File: src/hdl/ne2u_pkg.sv
// Shared types and constants for the numeric entity to UTF-8 converter.
package ne2u_pkg;

	localparam int NE2U_QUEUE_DEPTH = 4;

	localparam logic [7:0]  CH_HASH    = 8'h23;
	localparam logic [7:0]  CH_X_UPPER = 8'h58;
	localparam logic [7:0]  CH_X_LOWER = 8'h78;
	localparam logic [1:0]  POS_FULL   = 2'd3;

	localparam logic [31:0] CP_MAX_1B  = 32'h0000_007F;
	localparam logic [31:0] CP_MAX_2B  = 32'h0000_07FF;
	localparam logic [31:0] CP_MAX_3B  = 32'h0000_FFFF;
	localparam logic [31:0] CP_MAX     = 32'h0010_FFFF;

	localparam logic [7:0]  LEAD_2B    = 8'hC0;
	localparam logic [7:0]  LEAD_3B    = 8'hE0;
	localparam logic [7:0]  LEAD_4B    = 8'hF0;
	localparam logic [7:0]  CONT_MARK  = 8'h80;
	localparam logic [7:0]  REPL_B0    = 8'hEF;
	localparam logic [7:0]  REPL_B1    = 8'hBF;
	localparam logic [7:0]  REPL_B2    = 8'hBD;

	typedef struct packed {
		logic [7:0] text_byte;
		logic       is_last;
	} in_item_t;

	typedef struct packed {
		logic [7:0] out_byte;
		logic       last_of_run;
		logic       not_numeric;
	} out_item_t;

	// One finished entity, handed from the front to the back.
	typedef struct packed {
		logic [31:0] code_point;
		logic        is_numeric;
	} entity_t;

	typedef struct packed {
		logic    valid;
		entity_t ent;
	} entity_push_t;

endpackage

File: src/hdl/numeric_entity_to_utf8_core.sv
// Top level of the numeric character reference to UTF-8 converter.
//
// Usage: feed the bytes of one entity, from the ampersand through the closing
// byte, one item per cycle on the item channel, with is_last set on the
// closing byte. Nothing comes out for the other bytes. For the closing byte
// the result channel delivers 1 to 4 UTF-8 bytes, EF BF BD for a code point of
// zero or beyond U+10FFFF, or a single marker item with not_numeric set when
// the entity is not a numeric reference. last_of_run marks the final item.
// One input item per cycle; results leave at one per cycle while result_ready
// is high. An entity crosses the queue, current-entity register and output
// register before its first result is valid. A queue of QUEUE_DEPTH finished
// entities parts the byte front end from the encoder, so the input keeps
// flowing while the encoder spells out a multi-byte run; item_ready drops
// only when that queue is full, which happens when the receiver stalls long
// enough. Reset clears the position, mode flags, accumulator, queue and
// output register; the block is ready as soon as reset is released.
module numeric_entity_to_utf8_core import ne2u_pkg::*; #(
	parameter int QUEUE_DEPTH = NE2U_QUEUE_DEPTH
) (
	input  logic      clk,
	input  logic      arst_n,
	input  logic      item_valid,
	output logic      item_ready,
	input  in_item_t  item,
	output logic      result_valid,
	input  logic      result_ready,
	output out_item_t result
);

	entity_push_t push;
	logic         queue_full;
	logic         head_valid;
	entity_t      head;
	logic         pop;

	// Front: classify bytes and accumulate the code point.
	ne2u_front u_front (
		.clk        (clk),
		.arst_n     (arst_n),
		.item_valid (item_valid),
		.item_ready (item_ready),
		.item       (item),
		.queue_full (queue_full),
		.push       (push)
	);

	// Hold finished entities until the encoder is free.
	ne2u_queue #(
		.DEPTH (QUEUE_DEPTH)
	) u_queue (
		.clk        (clk),
		.arst_n     (arst_n),
		.push       (push),
		.pop        (pop),
		.full       (queue_full),
		.head_valid (head_valid),
		.head       (head)
	);

	// Back: encode and emit one byte per cycle while result_ready is high.
	ne2u_back u_back (
		.clk          (clk),
		.arst_n       (arst_n),
		.head_valid   (head_valid),
		.head         (head),
		.pop          (pop),
		.result_valid (result_valid),
		.result_ready (result_ready),
		.result       (result)
	);

endmodule

File: src/hdl/ne2u_front.sv
// Front end: accepts entity bytes, tracks position and mode, accumulates the code point.
module ne2u_front import ne2u_pkg::*; (
	input  logic         clk,
	input  logic         arst_n,
	input  logic         item_valid,
	output logic         item_ready,
	input  in_item_t     item,
	input  logic         queue_full,
	output entity_push_t push
);

	logic [1:0]  pos_q;
	logic        numeric_q;
	logic        hex_q;
	logic [31:0] acc_q;
	logic        accept;
	logic        is_x;
	logic [31:0] byte_ext;
	logic [31:0] dec_next;
	logic [31:0] hex_next;
	logic [31:0] hex_digit;

	assign item_ready = !queue_full;
	assign accept     = item_valid && item_ready;
	assign byte_ext   = {24'd0, item.text_byte};
	assign is_x       = (item.text_byte == CH_X_LOWER) || (item.text_byte == CH_X_UPPER);

	always_comb begin
		if (item.text_byte >= 8'h30 && item.text_byte <= 8'h39) begin
			hex_digit = byte_ext - 32'h30;
		end else if (item.text_byte >= 8'h41 && item.text_byte <= 8'h5A) begin
			hex_digit = byte_ext - 32'h37;
		end else begin
			hex_digit = byte_ext - 32'h57;
		end
	end

	assign dec_next = (acc_q << 3) + (acc_q << 1) + (byte_ext - 32'h30);
	assign hex_next = (acc_q << 4) + hex_digit;

	assign push.valid          = accept && item.is_last;
	assign push.ent.code_point = acc_q;
	assign push.ent.is_numeric = (pos_q == POS_FULL) && numeric_q;

	always_ff @(posedge clk or negedge arst_n) begin
		if (!arst_n) begin
			pos_q     <= 2'd0;
			numeric_q <= 1'b0;
			hex_q     <= 1'b0;
			acc_q     <= 32'd0;
		end else if (accept) begin
			if (item.is_last) begin
				pos_q     <= 2'd0;
				numeric_q <= 1'b0;
				hex_q     <= 1'b0;
				acc_q     <= 32'd0;
			end else begin
				unique case (pos_q)
					2'd1: begin
						numeric_q <= (item.text_byte == CH_HASH);
					end
					2'd2: begin
						hex_q <= is_x;
						if (!is_x) begin
							acc_q <= dec_next;
						end
					end
					2'd3: begin
						acc_q <= hex_q ? hex_next : dec_next;
					end
					default: begin
					end
				endcase
				if (pos_q != POS_FULL) begin
					pos_q <= pos_q + 2'd1;
				end
			end
		end
	end

endmodule

File: src/hdl/ne2u_queue.sv
// Small FIFO of finished entities between the front and the back.
module ne2u_queue import ne2u_pkg::*; #(
	parameter int DEPTH = NE2U_QUEUE_DEPTH
) (
	input  logic         clk,
	input  logic         arst_n,
	input  entity_push_t push,
	input  logic         pop,
	output logic         full,
	output logic         head_valid,
	output entity_t      head
);

	localparam int PW = (DEPTH > 1) ? $clog2(DEPTH) : 1;
	localparam int CW = $clog2(DEPTH + 1);
	localparam logic [PW-1:0] LAST_SLOT = PW'(DEPTH - 1);
	localparam logic [CW-1:0] FULL_CNT  = CW'(DEPTH);

	entity_t       slots_q [DEPTH];
	logic [PW-1:0] wr_q;
	logic [PW-1:0] rd_q;
	logic [CW-1:0] cnt_q;
	logic          do_pop;

	assign full       = (cnt_q == FULL_CNT);
	assign head_valid = (cnt_q != '0);
	assign head       = slots_q[rd_q];
	assign do_pop     = pop && head_valid;

	always_ff @(posedge clk) begin
		if (push.valid) begin
			slots_q[wr_q] <= push.ent;
		end
	end

	always_ff @(posedge clk or negedge arst_n) begin
		if (!arst_n) begin
			wr_q  <= '0;
			rd_q  <= '0;
			cnt_q <= '0;
		end else begin
			if (push.valid) begin
				wr_q <= (wr_q == LAST_SLOT) ? '0 : wr_q + PW'(1);
			end
			if (do_pop) begin
				rd_q <= (rd_q == LAST_SLOT) ? '0 : rd_q + PW'(1);
			end
			if (push.valid && !do_pop) begin
				cnt_q <= cnt_q + CW'(1);
			end else if (do_pop && !push.valid) begin
				cnt_q <= cnt_q - CW'(1);
			end
		end
	end

endmodule

File: src/hdl/ne2u_back.sv
// Back end: encodes one entity as UTF-8, a byte per cycle unless stalled.
module ne2u_back import ne2u_pkg::*; (
	input  logic      clk,
	input  logic      arst_n,
	input  logic      head_valid,
	input  entity_t   head,
	output logic      pop,
	output logic      result_valid,
	input  logic      result_ready,
	output out_item_t result
);

	logic [7:0]  enc_b [4];
	logic [1:0]  enc_n;
	logic [31:0] cp;

	logic [7:0]  bytes_q [4];
	logic [1:0]  n_q;
	logic [1:0]  idx_q;
	logic        marker_q;
	logic        cur_valid_q;
	logic        res_valid_q;
	out_item_t   res_q;

	logic        out_free;
	logic        emit;
	logic        cur_done;

	assign cp = head.code_point;

	// Encode the queue head; enc_n is the index of its last byte.
	always_comb begin
		enc_b[0] = 8'd0;
		enc_b[1] = 8'd0;
		enc_b[2] = 8'd0;
		enc_b[3] = 8'd0;
		enc_n    = 2'd0;
		if (!head.is_numeric) begin
			enc_n = 2'd0;
		end else if (cp == 32'd0 || cp > CP_MAX) begin
			enc_b[0] = REPL_B0;
			enc_b[1] = REPL_B1;
			enc_b[2] = REPL_B2;
			enc_n    = 2'd2;
		end else if (cp <= CP_MAX_1B) begin
			enc_b[0] = cp[7:0];
		end else if (cp <= CP_MAX_2B) begin
			enc_b[0] = LEAD_2B | {3'd0, cp[10:6]};
			enc_b[1] = CONT_MARK | {2'd0, cp[5:0]};
			enc_n    = 2'd1;
		end else if (cp <= CP_MAX_3B) begin
			enc_b[0] = LEAD_3B | {4'd0, cp[15:12]};
			enc_b[1] = CONT_MARK | {2'd0, cp[11:6]};
			enc_b[2] = CONT_MARK | {2'd0, cp[5:0]};
			enc_n    = 2'd2;
		end else begin
			enc_b[0] = LEAD_4B | {5'd0, cp[20:18]};
			enc_b[1] = CONT_MARK | {2'd0, cp[17:12]};
			enc_b[2] = CONT_MARK | {2'd0, cp[11:6]};
			enc_b[3] = CONT_MARK | {2'd0, cp[5:0]};
			enc_n    = 2'd3;
		end
	end

	assign out_free     = !res_valid_q || result_ready;
	assign emit         = cur_valid_q && out_free;
	assign cur_done     = emit && (idx_q == n_q);
	assign pop          = head_valid && (!cur_valid_q || cur_done);
	assign result_valid = res_valid_q;
	assign result       = res_q;

	always_ff @(posedge clk) begin
		if (pop) begin
			bytes_q  <= enc_b;
			n_q      <= enc_n;
			marker_q <= !head.is_numeric;
		end
		if (emit) begin
			res_q.out_byte    <= bytes_q[idx_q];
			res_q.last_of_run <= (idx_q == n_q);
			res_q.not_numeric <= marker_q;
		end
	end

	always_ff @(posedge clk or negedge arst_n) begin
		if (!arst_n) begin
			cur_valid_q <= 1'b0;
			idx_q       <= 2'd0;
			res_valid_q <= 1'b0;
		end else begin
			if (pop) begin
				cur_valid_q <= 1'b1;
				idx_q       <= 2'd0;
			end else if (cur_done) begin
				cur_valid_q <= 1'b0;
			end else if (emit) begin
				idx_q <= idx_q + 2'd1;
			end
			if (emit) begin
				res_valid_q <= 1'b1;
			end else if (result_ready) begin
				res_valid_q <= 1'b0;
			end
		end
	end

endmodule

File: config.mk
export PLATFORM = sky130hd
export DESIGN_NAME = numeric_entity_to_utf8_core
export DESIGN_NICKNAME = d
export VERILOG_FILES = /design/src/hdl/ne2u_pkg.sv /design/src/hdl/numeric_entity_to_utf8_core.sv /design/src/hdl/ne2u_front.sv /design/src/hdl/ne2u_queue.sv /design/src/hdl/ne2u_back.sv
export SDC_FILE = /design/constraint.sdc
export NUM_CORES = 1
export LEC_CHECK = 0
export ABC_CLOCK_PERIOD_IN_PS = 4700
export BUFFER_PORTS_ARGS = -buffer_cell sky130_fd_sc_hd__buf_2
export CAP_MARGIN = 0
export CORE_MARGIN = 1.5
export CORE_UTILIZATION = 64
export DETAILED_ROUTE_END_ITERATION = 8
export PLACE_DENSITY = 0.81
export RECOVER_POWER = 25
export SLEW_MARGIN = 30
export SYNTH_ARGS = -nofsm -noshare
export SYNTH_HDL_FRONTEND = slang
export SYNTH_SLANG_ARGS = --single-unit
File: constraint.sdc
create_clock -name clk -period 4.7 [get_ports clk]
set_input_delay 1.41 -clock clk [delete_from_list [all_inputs] [get_ports clk]]
set_output_delay 1.41 -clock clk [all_outputs]
set_load 0.1 [all_outputs]
Yosys cells after proc, flatten, opt, wreduce, memory -nomap -nowiden
Memory sizes are Yosys's and may differ from the RTL's.
Index checks and enable logic that the tools add are counted.
{"block": "word_totals", "ram_bits": 132, "input_bits": 13, "ff_bits": 92, "mem_count": 1}
{"block": "op_classes", "n_reduce_logical": 40, "n_mux": 39, "n_eq_ne": 13, "addsub": 12, "n_lt_le_gt_ge": 9, "n_bitwise": 2}
{"name": "u_queue.slots_q", "words": 4, "width": 33, "read_ports": 1, "rd_ports_with_merged_regs": 0, "write_ports": 1, "line": "ne2u_queue.sv:19", "text": "entity_t slots_q [DEPTH];"}
{"operator": "32-bit 2-to-1 mux", "count": 5}
{"operator": "32-bit adder", "count": 3}
{"operator": "32-bit case mux with 2 select lines", "count": 1}
{"operator": "24-bit 2-to-1 mux", "count": 2}
{"operator": "32-bit by 21-bit greater-than comparator with 1-bit output, second input constant", "count": 1}
{"operator": "32-bit by 11-bit less-or-equal comparator with 1-bit output, second input constant", "count": 1}
{"operator": "32-bit by 16-bit less-or-equal comparator with 1-bit output, second input constant", "count": 1}
{"operator": "32-bit by 7-bit less-or-equal comparator with 1-bit output, second input constant", "count": 1}
{"operator": "32-bit logical NOT", "count": 1}
{"operator": "16-bit 2-to-1 mux", "count": 2}
{"operator": "8-bit 2-to-1 mux", "count": 4}
{"operator": "21-bit 2-to-1 mux", "count": 1}
{"operator": "2-bit 2-to-1 mux", "count": 10}
{"operator": "8-bit by 6-bit subtractor with 9-bit output, second input constant", "count": 2}
{"operator": "8-bit binary-select mux with 2-bit select", "count": 1}
{"operator": "8-bit by 7-bit equality test with 1-bit output, second input constant", "count": 2}
{"operator": "2-bit nonzero test", "count": 7}
{"operator": "1-bit logical AND", "count": 11}
{"operator": "1-bit 2-to-1 mux", "count": 11}
{"operator": "8-bit by 7-bit subtractor with 9-bit output, second input constant", "count": 1}
{"operator": "2-bit by 1-bit adder with 2-bit output, second input constant", "count": 4}
{"operator": "2-bit equality test, second input constant", "count": 4}
{"operator": "8-bit by 6-bit equality test with 1-bit output, second input constant", "count": 1}
{"operator": "8-bit by 6-bit >= comparator with 1-bit output, second input constant", "count": 1}
{"operator": "other kinds (23)", "count": 37}

Logic depth before layout (Yosys ltp)
Gate-level depths: netlist (run 1).
{"block": "depth", "ltp_word": 10, "mapped_depth": 21}

By module
A second synthesis (run 1) with hierarchy kept.
{"block": "hier_totals", "hier_cells": 1065, "area_unflattened_um2": 13145.1}
{"module": "ne2u_front", "area_each_um2": 5581.6, "cells_per_inst": 658, "instances": 1}
{"module": "ne2u_queue", "area_each_um2": 5237.5, "cells_per_inst": 210, "instances": 1}
{"module": "ne2u_back", "area_each_um2": 2326.0, "cells_per_inst": 197, "instances": 1}

Worst setup path before layout (run 1)
OpenSTA, ideal clock, no wires.
{"block": "synth_path", "kind": "input -> register", "startpoint": "in item[8] in the netlist's numbering", "endpoint": "reg u_front.acc_q[25]", "required_ns": 4.574, "path_buffers": 1, "setup_slack_ns": -2.574, "path_stages": 13, "setup_time_ns": 0.126, "t_arrival_ns": 7.148, "cell_sequence": "clkbuf_1 -> nor3_1 -> nand3_1 -> o31ai_1 -> ha_1 -> a2111oi_0 -> o21ai_0 -> a21oi_1 -> nor3_1 -> o31ai_1 -> nand2b_1 -> xor2_1 -> a221o_1"}
{"block": "synth_between", "elab_chain_cells": 8, "word_cells_on_any_way": 22, "cone_classes": "add/sub (5); order compare (4); eq/ne (3); mux (6); reduce/logical (4)"}
{"element": "from (decl)", "line": "numeric_entity_to_utf8_core.sv:24", "text": "input in_item_t item,"}
{"element": "8-bit by 7-bit >= comparator with 1-bit output or 8-bit by 7-bit less-or-equal comparator with 1-bit output (tied branches)", "line": "ne2u_front.sv:31", "text": "end else if (item.text_byte >= 8'h41 && item.text_byte <= 8'h5A) begin"}
{"element": "1-bit logical AND", "line": "ne2u_front.sv:31"}
{"element": "32-bit 2-to-1 mux", "line": "ne2u_front.sv:31"}
{"element": "32-bit 2-to-1 mux", "line": "ne2u_front.sv:29", "text": "if (item.text_byte >= 8'h30 && item.text_byte <= 8'h39) begin"}
{"element": "32-bit adder", "line": "ne2u_front.sv:39", "text": "assign hex_next = (acc_q << 4) + hex_digit;"}
{"element": "32-bit 2-to-1 mux", "line": "ne2u_front.sv:69", "text": "acc_q <= hex_q ? hex_next : dec_next;"}
{"element": "32-bit case mux with 2 select lines", "line": "ne2u_front.sv:58", "text": "unique case (pos_q)"}
{"element": "32-bit 2-to-1 mux", "line": "ne2u_front.sv:52", "text": "if (item.is_last) begin"}
{"element": "to (signal assigned)", "line": "ne2u_front.sv:65", "text": "acc_q <= dec_next;"}
{"element": "to (signal assigned)", "line": "ne2u_front.sv:69"}
{"element": "to (decl)", "line": "ne2u_front.sv:15", "text": "logic [31:0] acc_q;"}
Several ways; a longest one is shown, not always the timed one. The select of a mux whose other input is x is not followed.
A chain may end at the register's enable or synchronous reset.

Final worst setup path (run 1)
{"block": "layout_path", "startpoint": "in item[2] in the netlist's numbering", "endpoint": "reg u_front.acc_q[20]"}
The elaborated chain is that of the path after synthesis.

==> results of run 1 <==
cells by family after synthesis:
| logic type | after synthesis | share of synthesized area (%) |
|---|---|---|
| DFF | 220 | 48.8 |
| muxes | 40 | 5.81 |
| and+or+nand+nor | 282 | 10.6 |
| xor gates and xnor gates | 59 | 3.96 |
| adders and majority gates | 110 | 12.3 |
| AOI/OAI and AO/OA | 310 | 15.3 |
| buffers and inverters | 101 | 3.15 |
registers in the layout, indices dropped and copies added, names as in the netlist, 2 cells and up:
name	cells
u_back.idx_q	2
u_front.acc_q	32
u_queue.slots_q	132
u_back.n_q	2
u_front.pos_q	2
u_back.bytes_q	28
u_queue.cnt_q	3
u_queue.wr_q	2
u_back.result	10
u_queue.rd_q	2
power by group through the flow:
stage | clock, uW | combinational [uW] | sequential [uW]
after floorplan | 0 | 3420 | 3340
final | 1640 | 5730 | 3370
after global placement | 0 | 5140 | 3320
after global routing | 1720 | 6220 | 3430
after CTS | 1650 | 5520 | 3360
after detailed placement | 0 | 5360 | 3370
area by class of cell:
cell class	count	share of cell area, %
clock inverters	11	0.387
inverters	52	1.32
multi-input cells	801	42.0
repair buffers	232	11.0
clock buffers	29	3.77
flip-flops and latches	220	39.5
well taps	270	2.09
layout by cell type (no fill, tap or decap), drive strengths merged, types with 28 or more instances in the layout:
cell | netlist | layout
o21ai | 77 | 77
nand2 | 86 | 86
a21oi | 94 | 94
clkbuf | 40 | 29
ha | 79 | 79
xnor2 | 29 | 29
edfxtp | 173 | 173
fa | 31 | 31
inv | 52 | 54
mux4 | 28 | 28
xor2 | 30 | 30
dfrtp | 47 | 47
buf | 9 | 232
nor2 | 69 | 69
how the worst max path moves through the flow:
stage          depth (start not counted)  slack (ns)           endpoint
2_1_floorplan                         17       -0.86  u_front.acc_q[24]
3_3_place_gp                          20       -0.65  u_front.acc_q[24]
3_5_place_dp                          20       -0.80  u_front.acc_q[24]
4_1_cts                               22       -0.15  u_front.acc_q[28]
5_1_grt                               22       -0.36  u_front.acc_q[20]
6_report                              21       -0.19  u_front.acc_q[20]
worst register-to-register path: stages (launching register included):
cell and delay, ns:
dfrtp_1 0.92, buf_4 0.30, mux4_2 0.54, or4_1 0.45, or2_1 0.26, o21ba_4 0.25, and2_1 0.24, nand3b_2 0.25
o31ai_1 0.29, a21oi_1 0.13
repair_timing:
item / in CTS / in global routing
endpoints found under the setup margin: 12 / 17
hold buffers: 0 / 0
resized for setup: 33 / 53
pin swaps: 23 / 46
setup buffers: 9 / 9
gates cloned: 1 / 0
per-stage QoR:
| step | hold WS, ns | total power (uW) | worst slack, ns | std cells |
|---|---|---|---|---|
| finish | 0.423 | 10700 | -0.194 | 1615 |
| floorplan | 0.400 | 6760 | -0.862 | 1122 |
| global route | 0.441 | 11400 | -0.356 | 1615 |
| detailed placement | 0.411 | 8740 | -0.797 | 1560 |
| global placement | 0.404 | 8460 | -0.653 | 1560 |
| CTS | 0.426 | 10500 | -0.145 | 1610 |
metal layers:
layer  track usage, %  up-vias  share of wire [%]
met5                0        -                  0
met4             14.3        0                4.2
met3             3.32      118                6.1
met2             54.0      476                 49
met1             42.4     5057                 40
li1                 -     4657                  -
==> results, run 1 <==
- The number of synthesized flops with an enable pin is 173.
- Once routing completed, OpenROAD measured the worst setup slack at -0.194 ns.
- The run finished, with violations left.
- The area inside the core boundary is 20100 sq um.
- After floorplanning, the core was divided into 52 placement rows.
- Once placement finished, the instance area stood at ~15000 sq um.
- The top cell type by area accounts for 39.8% of the synthesized area.
- In this run the critical register-to-register path is captured at u_back.bytes_q[24].
- The count of input and output buffers is 24.
- The pin slew with the least headroom to its limit is about 0.89 ns.
- The clock latency of the later-clocked register in the worst-skew pair is between 0.5 and 0.6 ns.
- The clock-pin slew of the registers on the worst-case setup and hold paths is 0.06 ns.
- The clock passes through at most 3 buffers.
- The multi-input combinational cells in the finished layout cover a total of ~6800 sq um.
- Setup violations remaining at the end of the flow were counted as 13.
- Dividing the detail-routed wire length by the instance count gives 21.0 microns.
- The startpoint of the tightest hold check path is u_back.marker_q.
- The initial utilization of the core area, before any placement, comes to 64.9%.
- The category of the worst setup path capture point is a flip-flop.
- At the end of the flow the core is filled with cells to between 80% and 90%.
- The maximum frequency from static timing analysis is approximately 200 MHz.
- The post-synthesis cell type count is 70.
- The worst min-delay path endpoint is u_back.result[0].
- The antenna cell count is 0.
- The cell family contributing the most delay on the critical path is compound AO/OA/AOI/OAI gates.
- The number of antenna-violating nets in the routed design is 0.
- The worst setup skew after layout is 0.00827 ns.
- The worst path uses 104% of the clock period.
- The checks that failed: negative setup slack.
- The switching component of the power is 4450 uW.
- The number of cells traversed by the worst hold path is 0.
- The net count of the finished layout is about 1500.
- The part of the Yosys area used for sequential elements is 48.8%.
- The fraction of layout cells with a size suffix above 1 is about 28%.
- The cell type with the highest occurrence count on the critical path is ha_4.
- In this run the worst hold path is classified as flip-flop to flip-flop.
- The critical path arrival is 5.27 ns.
- The clock period minus worst slack is 4.89 ns.
- The register bit total from synthesis is 220.
- The finished cells cover approximately 16000 sq um.
- A synthesized cell averages 11.6 sq um.
- The count of buffer and inverter cells on the critical path is 5.
- The half-perimeter wire length after placement is 23000 microns.
- In this run the number of H-tree levels came out at 1.
- The number of antenna violations at the first check in global routing is 0.
- The start-to-end type of the worst setup path is input port to flip-flop.
- The worst register-to-register path begins at u_queue.rd_q[0].
- The slowest stage of the critical path is the a221o_1 cell.
- The total negative slack is -1.41 ns.
- Ranked by total cell area, the synthesized netlist is headed by edfxtp_1, dfrtp_1, ha_1.
- By count the netlist is led by edfxtp_1, a21oi_1, nand2_1.
- The TritonCTS buffer count is 22.
- The layout-stage area growth over the synthesis result is 23.7%.
- The launching element of the worst setup path is item[2].
- The routed wire length is 33900 microns.
- The worst-case IR drop observed on VDD is around 0.00030 V.
- The most used standard cell by instance count after synthesis is edfxtp_1.
- Setup repair after global routing could not meet its margin everywhere.
- The number of primary I/O pins is 25.
- The floorplan step set the die height to 146 microns.
- The number of pins with negative max-slew slack in the final report is 0.
- Combinational cells account for 53.4% of the total power.
- The layout has 1067 filler cells.
- The number of violations of the max-capacitance limit is 0.
- The remaining global-route overflow is 0.
- The cell type contributing the most total cell area after synthesis is edfxtp_1.
- The total number of vias is between 10000 and 15000.
- The overall die width is between 100 and 150 microns.
- The sequential cells in the finished layout cover a total of 6370 sq um.
- The total count of hold-check failures in the final report is 0.
- The via count of the first global-routing pass was around 11000.
- The setup slack of the worst register-to-register path is 0.79 ns.
- The number of clock sinks seen by CTS is 220.
- For this run, the leading register cell type out of synthesis is edfxtp_1.
- The internal portion of the total power is about 6300 uW.
- The number of DRC markers after the initial detailed-route iteration is approximately 850.
- The die outline area is around 21000 sq um.
- Along the worst path, the maximum fanout reaches 5.
- In the routed layout, each cell is associated on average with a via count of ~6.4.
- The clock network is responsible for about 15% of the overall power.
- The routability congestion estimate is 0.942.
- Synthesis produced a netlist with a net count of about 1200.
- In the synthesized netlist the async set-or-reset flop fraction comes to between 20% and 30%.
- TritonCTS built the clock tree.
- Sequential cells burn between 30% and 40% of the power.
- For this run, the number of Yosys warnings is 0.
- The worst pin sits at a relative slew slack of about two fifths.
- The kind of launch point of the worst setup path is an input port.
- The first global-routing pass estimated 54000 microns of wire.
- The overall fraction of global-route tracks in use is about a third.
- The pin count of the biggest net entering global routing is 48.
- The netlist area before placement is ~13000 sq um.
- The master cell of the clock root buffer is clkbuf_16.
- The largest stage delay on the critical path is about 0.4 ns.
- The required time of the critical path is 5.07 ns.
- The length in cells of the worst reg-to-reg path is 9.
- For this run, design rule violations remaining after detail routing come to 0.
- For this design the static power due to leakage is 0.00668 uW.
- Of the total power, the share spent switching nets is 41.4%.
- The detailed-routing iteration count for the pre-antenna-repair pass is 6.
- The cell count after synthesis is roughly 1100.
- The total power per unit cell area is 665 nW/um^2.
- The signal on the critical path passes through buf_8 -> inv_8 -> ha_4 -> o41ai_4 -> nand2_1 -> nand3_2 -> ha_4 -> inv_2 -> o31a_1 -> o32ai_4 -> o31ai_4 -> buf_12 -> ha_4 -> a2111o_1 -> o21a_1 -> a221o_1 -> buf_6 -> a21bo_4 -> a31oi_1 -> xor2_1 -> o21ai_1.
Power figures use the tool's default switching activity.
==> run 2: changes to the inputs <==
--- a/config.mk
+++ b/config.mk
@@ -16,4 +16,5 @@
 export SLEW_MARGIN = 30
 export SYNTH_ARGS = -nofsm -noshare
 export SYNTH_HDL_FRONTEND = slang
+export SYNTH_HIERARCHICAL = 1
 export SYNTH_SLANG_ARGS = --single-unit
==> run 2 against run 1 <==
Effect of this change:
- the flow still finishes with violations (negative setup slack)
- first-iteration DRC count fell by 11%
- via count fell by 3.1%
- clock-buffer cell count stayed put
- critical path depth rose by 1
- critical endpoint is now u_front/acc_q[30]
==> results, run 2 <==
- The critical path arrival is 5.28 ns (about the same).
- The number of cells traversed by the worst hold path came to 0 (unchanged).
- The placed cell count is 1500 (-3.8%).
- The maximum level of the CTS H-tree was 1 (unchanged).
- The endpoint of the worst-slack reg-to-reg timing path is u_back/bytes_q[24].
- The overall die width is 146 microns (+0.35%).
- The share of synthesized registers carrying an async set or reset is 21.4% (unchanged).
- The detailed-routing iteration count for the pre-antenna-repair pass is 7 (+1).
- The number of pins with negative max-slew slack in the final report is 0 (unchanged).
- The final core utilization is 80.2% (-0.15 points).
- The final non-filler cell total is 1550 (-4.0%).
- The total count of hold-check failures in the final report is 0 (unchanged).
- The count of buffer and inverter cells on the critical path is 4 (-1).
- The effective utilization at floorplan is 65.2% (+0.26 points).
- The cell count after synthesis was 1065 (-5.1%).
- The worst setup path is launched from an input port.
- The die outline area is 21400 sq um (+0.71%).
- edfxtp_1 is the most common cell in the netlist.
- In the layout the commonest cells are buf_4, edfxtp_1, nand2_1, ha_1, a21oi_1.
- The worst setup skew after layout is 0.0121 ns (+0.00380 ns).
- The antenna cell count is 0 (unchanged).
- The clock latency of the later-clocked register in the worst-skew pair is 0.50 ns (about the same).
- The post-route fraction of the period consumed by the critical path is 104% (+0.29 points).
- The total power per unit cell area came to 676 nW/um^2 (+1.6%).
- The largest stage delay on the critical path is 0.40 ns (about the same).
- The number of clock sinks seen by CTS is 220 (unchanged).
- The startpoint identified for the worst hold timing path is u_back/marker_q.
- The number of DRC markers after the initial detailed-route iteration came to 752 (-11%).
- The footprint of the flip-flops and latches is 6370 sq um (about the same).
- The classification of the worst-slack hold path is flip-flop to flip-flop.
- The register with the most flip-flops in the final layout is u_queue/slots_q.
- The layout-stage area growth over the synthesis result is 23.0%.
- The required time of the critical path came to 5.08 ns (about the same).
- The total number of vias was 9992 (-3.1%).
- The CTS tree is built.
- The kind of cell with the highest combined delay along the critical path is compound AO/OA/AOI/OAI gates.
- The count of nets after finishing is 1389 (-4.3%).
- Setup repair after global routing could not meet its margin everywhere.
- The TritonCTS buffer count was 22 (unchanged).
- The static power due to leakage was 0.00665 uW (-0.48%).
- The worst-path maximum fanout is 6 (+1).
- The largest registers in the layout are u_queue/slots_q x132, u_front/acc_q x32, u_back/bytes_q x29.
- The clock period minus worst slack was 4.91 ns (+0.0138 ns).
- Summed over all instances, the cell type with the most area after synthesis is edfxtp_1.
- The category of the worst setup path capture point is a flip-flop.
- The detail-routed net length per standard cell is 20.8 microns (-0.60%).
- The number of fill cells in the layout was 1078 (+1.0%).
- The wire length of the first global-routing pass came to 51700 microns (-4.3%).
- The net count after synthesis is 1188 (-4.6%).
- The placement row count is 52 (unchanged).
- The routed wire length is 32300 microns (-4.6%).
- The pin count of the biggest net entering global routing is 38 (-21%).
- The post-synthesis cell type count is 81 (+16%).
- The slowest stage of the critical path belongs to the cell a221o_1.
- The warning count from the yosys run is 6 (+6).
- The pin slew with the least headroom to its limit is 0.857 ns (-0.0287 ns).
- The setup slack of the worst register-to-register path is 0.93 ns (+0.14 ns).
- The most numerous cell type found on the critical path is ha_4.
- The per-instance average area after synthesis was 12.3 sq um (+6.1%).
- The number of violations of the max-capacitance limit is 0 (unchanged).
- The worst hold path terminates at u_back/result[0].
- The most used flip-flop cell after synthesis is edfxtp_1.
- The number of primary I/O pins is 25 (unchanged).
- The relative max-transition margin is 42.9% (+1.9 points).
- The number of antenna violations at the first check in global routing is 0 (unchanged).
- The netlist area before placement is 13100 sq um (+0.72%).
- The most common library cell in the layout ignoring fill and taps is buf_4.
- The clock-pin slew of the registers on the worst-case setup and hold paths is 0.06 ns (about the same).
- The via count of the first global-routing pass is 10100 (-5.1%).
- The part of the Yosys area used for sequential elements came to 48.5% (-0.35 points).
- The flow ran to the end, but the final reports show violations.
- The overall fraction of global-route tracks in use is 30.3% (-1.7 points).
- The remaining global-route overflow is 0 (unchanged).
- The count of input and output buffers was 24 (unchanged).
- The start of the worst register-to-register path is u_queue/rd_q[0].
- The slack of the critical path is -0.208 ns (-0.0138 ns).
- The final reports fail on negative setup slack.
- Walking the worst path, the cells encountered are buf_12 -> inv_8 -> ha_4 -> o41ai_2 -> nand2_1 -> nand3_2 -> ha_4 -> a31oi_4 -> nor2b_2 -> o41ai_4 -> buf_6 -> buf_12 -> ha_4 -> a21o_1 -> a21oi_2 -> o21ai_2 -> o31ai_4 -> o21ai_2 -> a221o_1 -> a21oi_2 -> xnor2_1 -> a221o_1.
- After synthesis, the most frequently instantiated cells are edfxtp_1, nand2_1, ha_1.
- The minimum setup slack after placement came to -0.877 ns (-0.0799 ns).
- The start-to-end type of the worst setup path is input port to flip-flop.
- The area share of the largest cell type after synthesis is 39.5% (-0.28 points).
- The highest ir drop seen on vdd is 0.000321 V (+7.3%).
- The area inside the core boundary is 20200 sq um (+0.32%).
- The register bit total from synthesis is 220 (unchanged).
- The average vias per placed instance is 6.45 (+1.0%).
- The half-perimeter wire length after placement is 21300 microns (-7.4%).
- The number of buffers on the longest clock path came to 3 (unchanged).
- The number of synthesized flops with an enable pin is 173 (unchanged).
- The length in cells of the worst reg-to-reg path was 6 (-3).
- The height of the die came to 146 microns (+0.35%).
- The routability congestion estimate was 0.909 (-3.5%).
- The master cell of the clock root buffer is clkbuf_16.
- The number of flip-flops in the largest register was 132 (unchanged).
- Yosys attributes the largest share of cell area to edfxtp_1, dfrtp_1, ha_1.
- The final setup violation count is 8 (-5).
- The total negative slack is -0.567 ns (+0.840 ns).
- The area of the multi-input gates is 6890 sq um (+1.6%).
- The number of antenna-violating nets in the routed design is 0 (unchanged).
- The hold-fix buffer count after cts is 0 (unchanged).
- The maximum frequency from static timing analysis came to 204 MHz (-0.28%).
- The fraction of layout cells with a size suffix above 1 is 30.4% (+2.0 points).
- The post-detailed-route DRC marker count was 0 (unchanged).
## run 2: cell type report
cell class              instances  share of cell area [%]
clock inverters                 9                   0.518
well taps                     270                    2.09
repair buffers                218                    10.4
flip-flops and latches        220                    39.4
multi-input cells             758                    42.6
clock buffers                  29                    3.76
inverters                      46                    1.21
## run 2: timing repair
| item | 4_1_cts | 5_1_grt |
|---|---|---|
| gates cloned | 1 | 0 |
| buffers inserted | 11 | 3 |
| resized for setup | 49 | 30 |
| pin swaps | 39 | 26 |
| setup endpoints to repair | 12 | 14 |
## run 2: cells by family after synthesis
group	Yosys count	share of synthesized area [%]
adders and majority gates	110	12.2
DFF	220	48.5
xor gates and xnor gates	62	4.13
AOI/OAI and AO/OA	287	15.0
buffers and inverters	87	3.06
muxes	45	7.41
and+or+nand+nor	254	9.64
## run 2: worst max-delay path by stage
stage / start / end / cells past startpoint
finish: item[2] / u_front/acc_q[30] / 22
global route: item[2] / u_front/acc_q[30] / 22
CTS: item[2] / u_front/acc_q[30] / 22
detailed placement: item[1] / u_front/acc_q[30] / 23
global placement: item[1] / u_front/acc_q[30] / 23
floorplan: item[1] / u_front/acc_q[30] / 20
## run 2: where the power goes
part | internal (uW) | switching [uW] | total, uW
logic | 2720 | 3190 | 5910
clock network | 969 | 708 | 1680
registers | 2750 | 595 | 3340
## run 2: metal layers
layer	vias up	track usage, %	wire, microns
met5	-	0	0
met4	0	10.7	981
met3	103	3.59	2180
met2	532	52.8	16200
met1	4892	39.6	12900
li1	4465	-	-
## run 2: per-stage QoR
step / power (uW) / hold slack [ns] / area (sq um)
finish: 10900 / 0.425 / 16200
global route: 11600 / 0.440 / 16200
CTS: 10700 / 0.434 / 16000
detailed placement: 8770 / 0.419 / 15000
global placement: 8540 / 0.403 / 15000
floorplan: 6930 / 0.400 / 13400
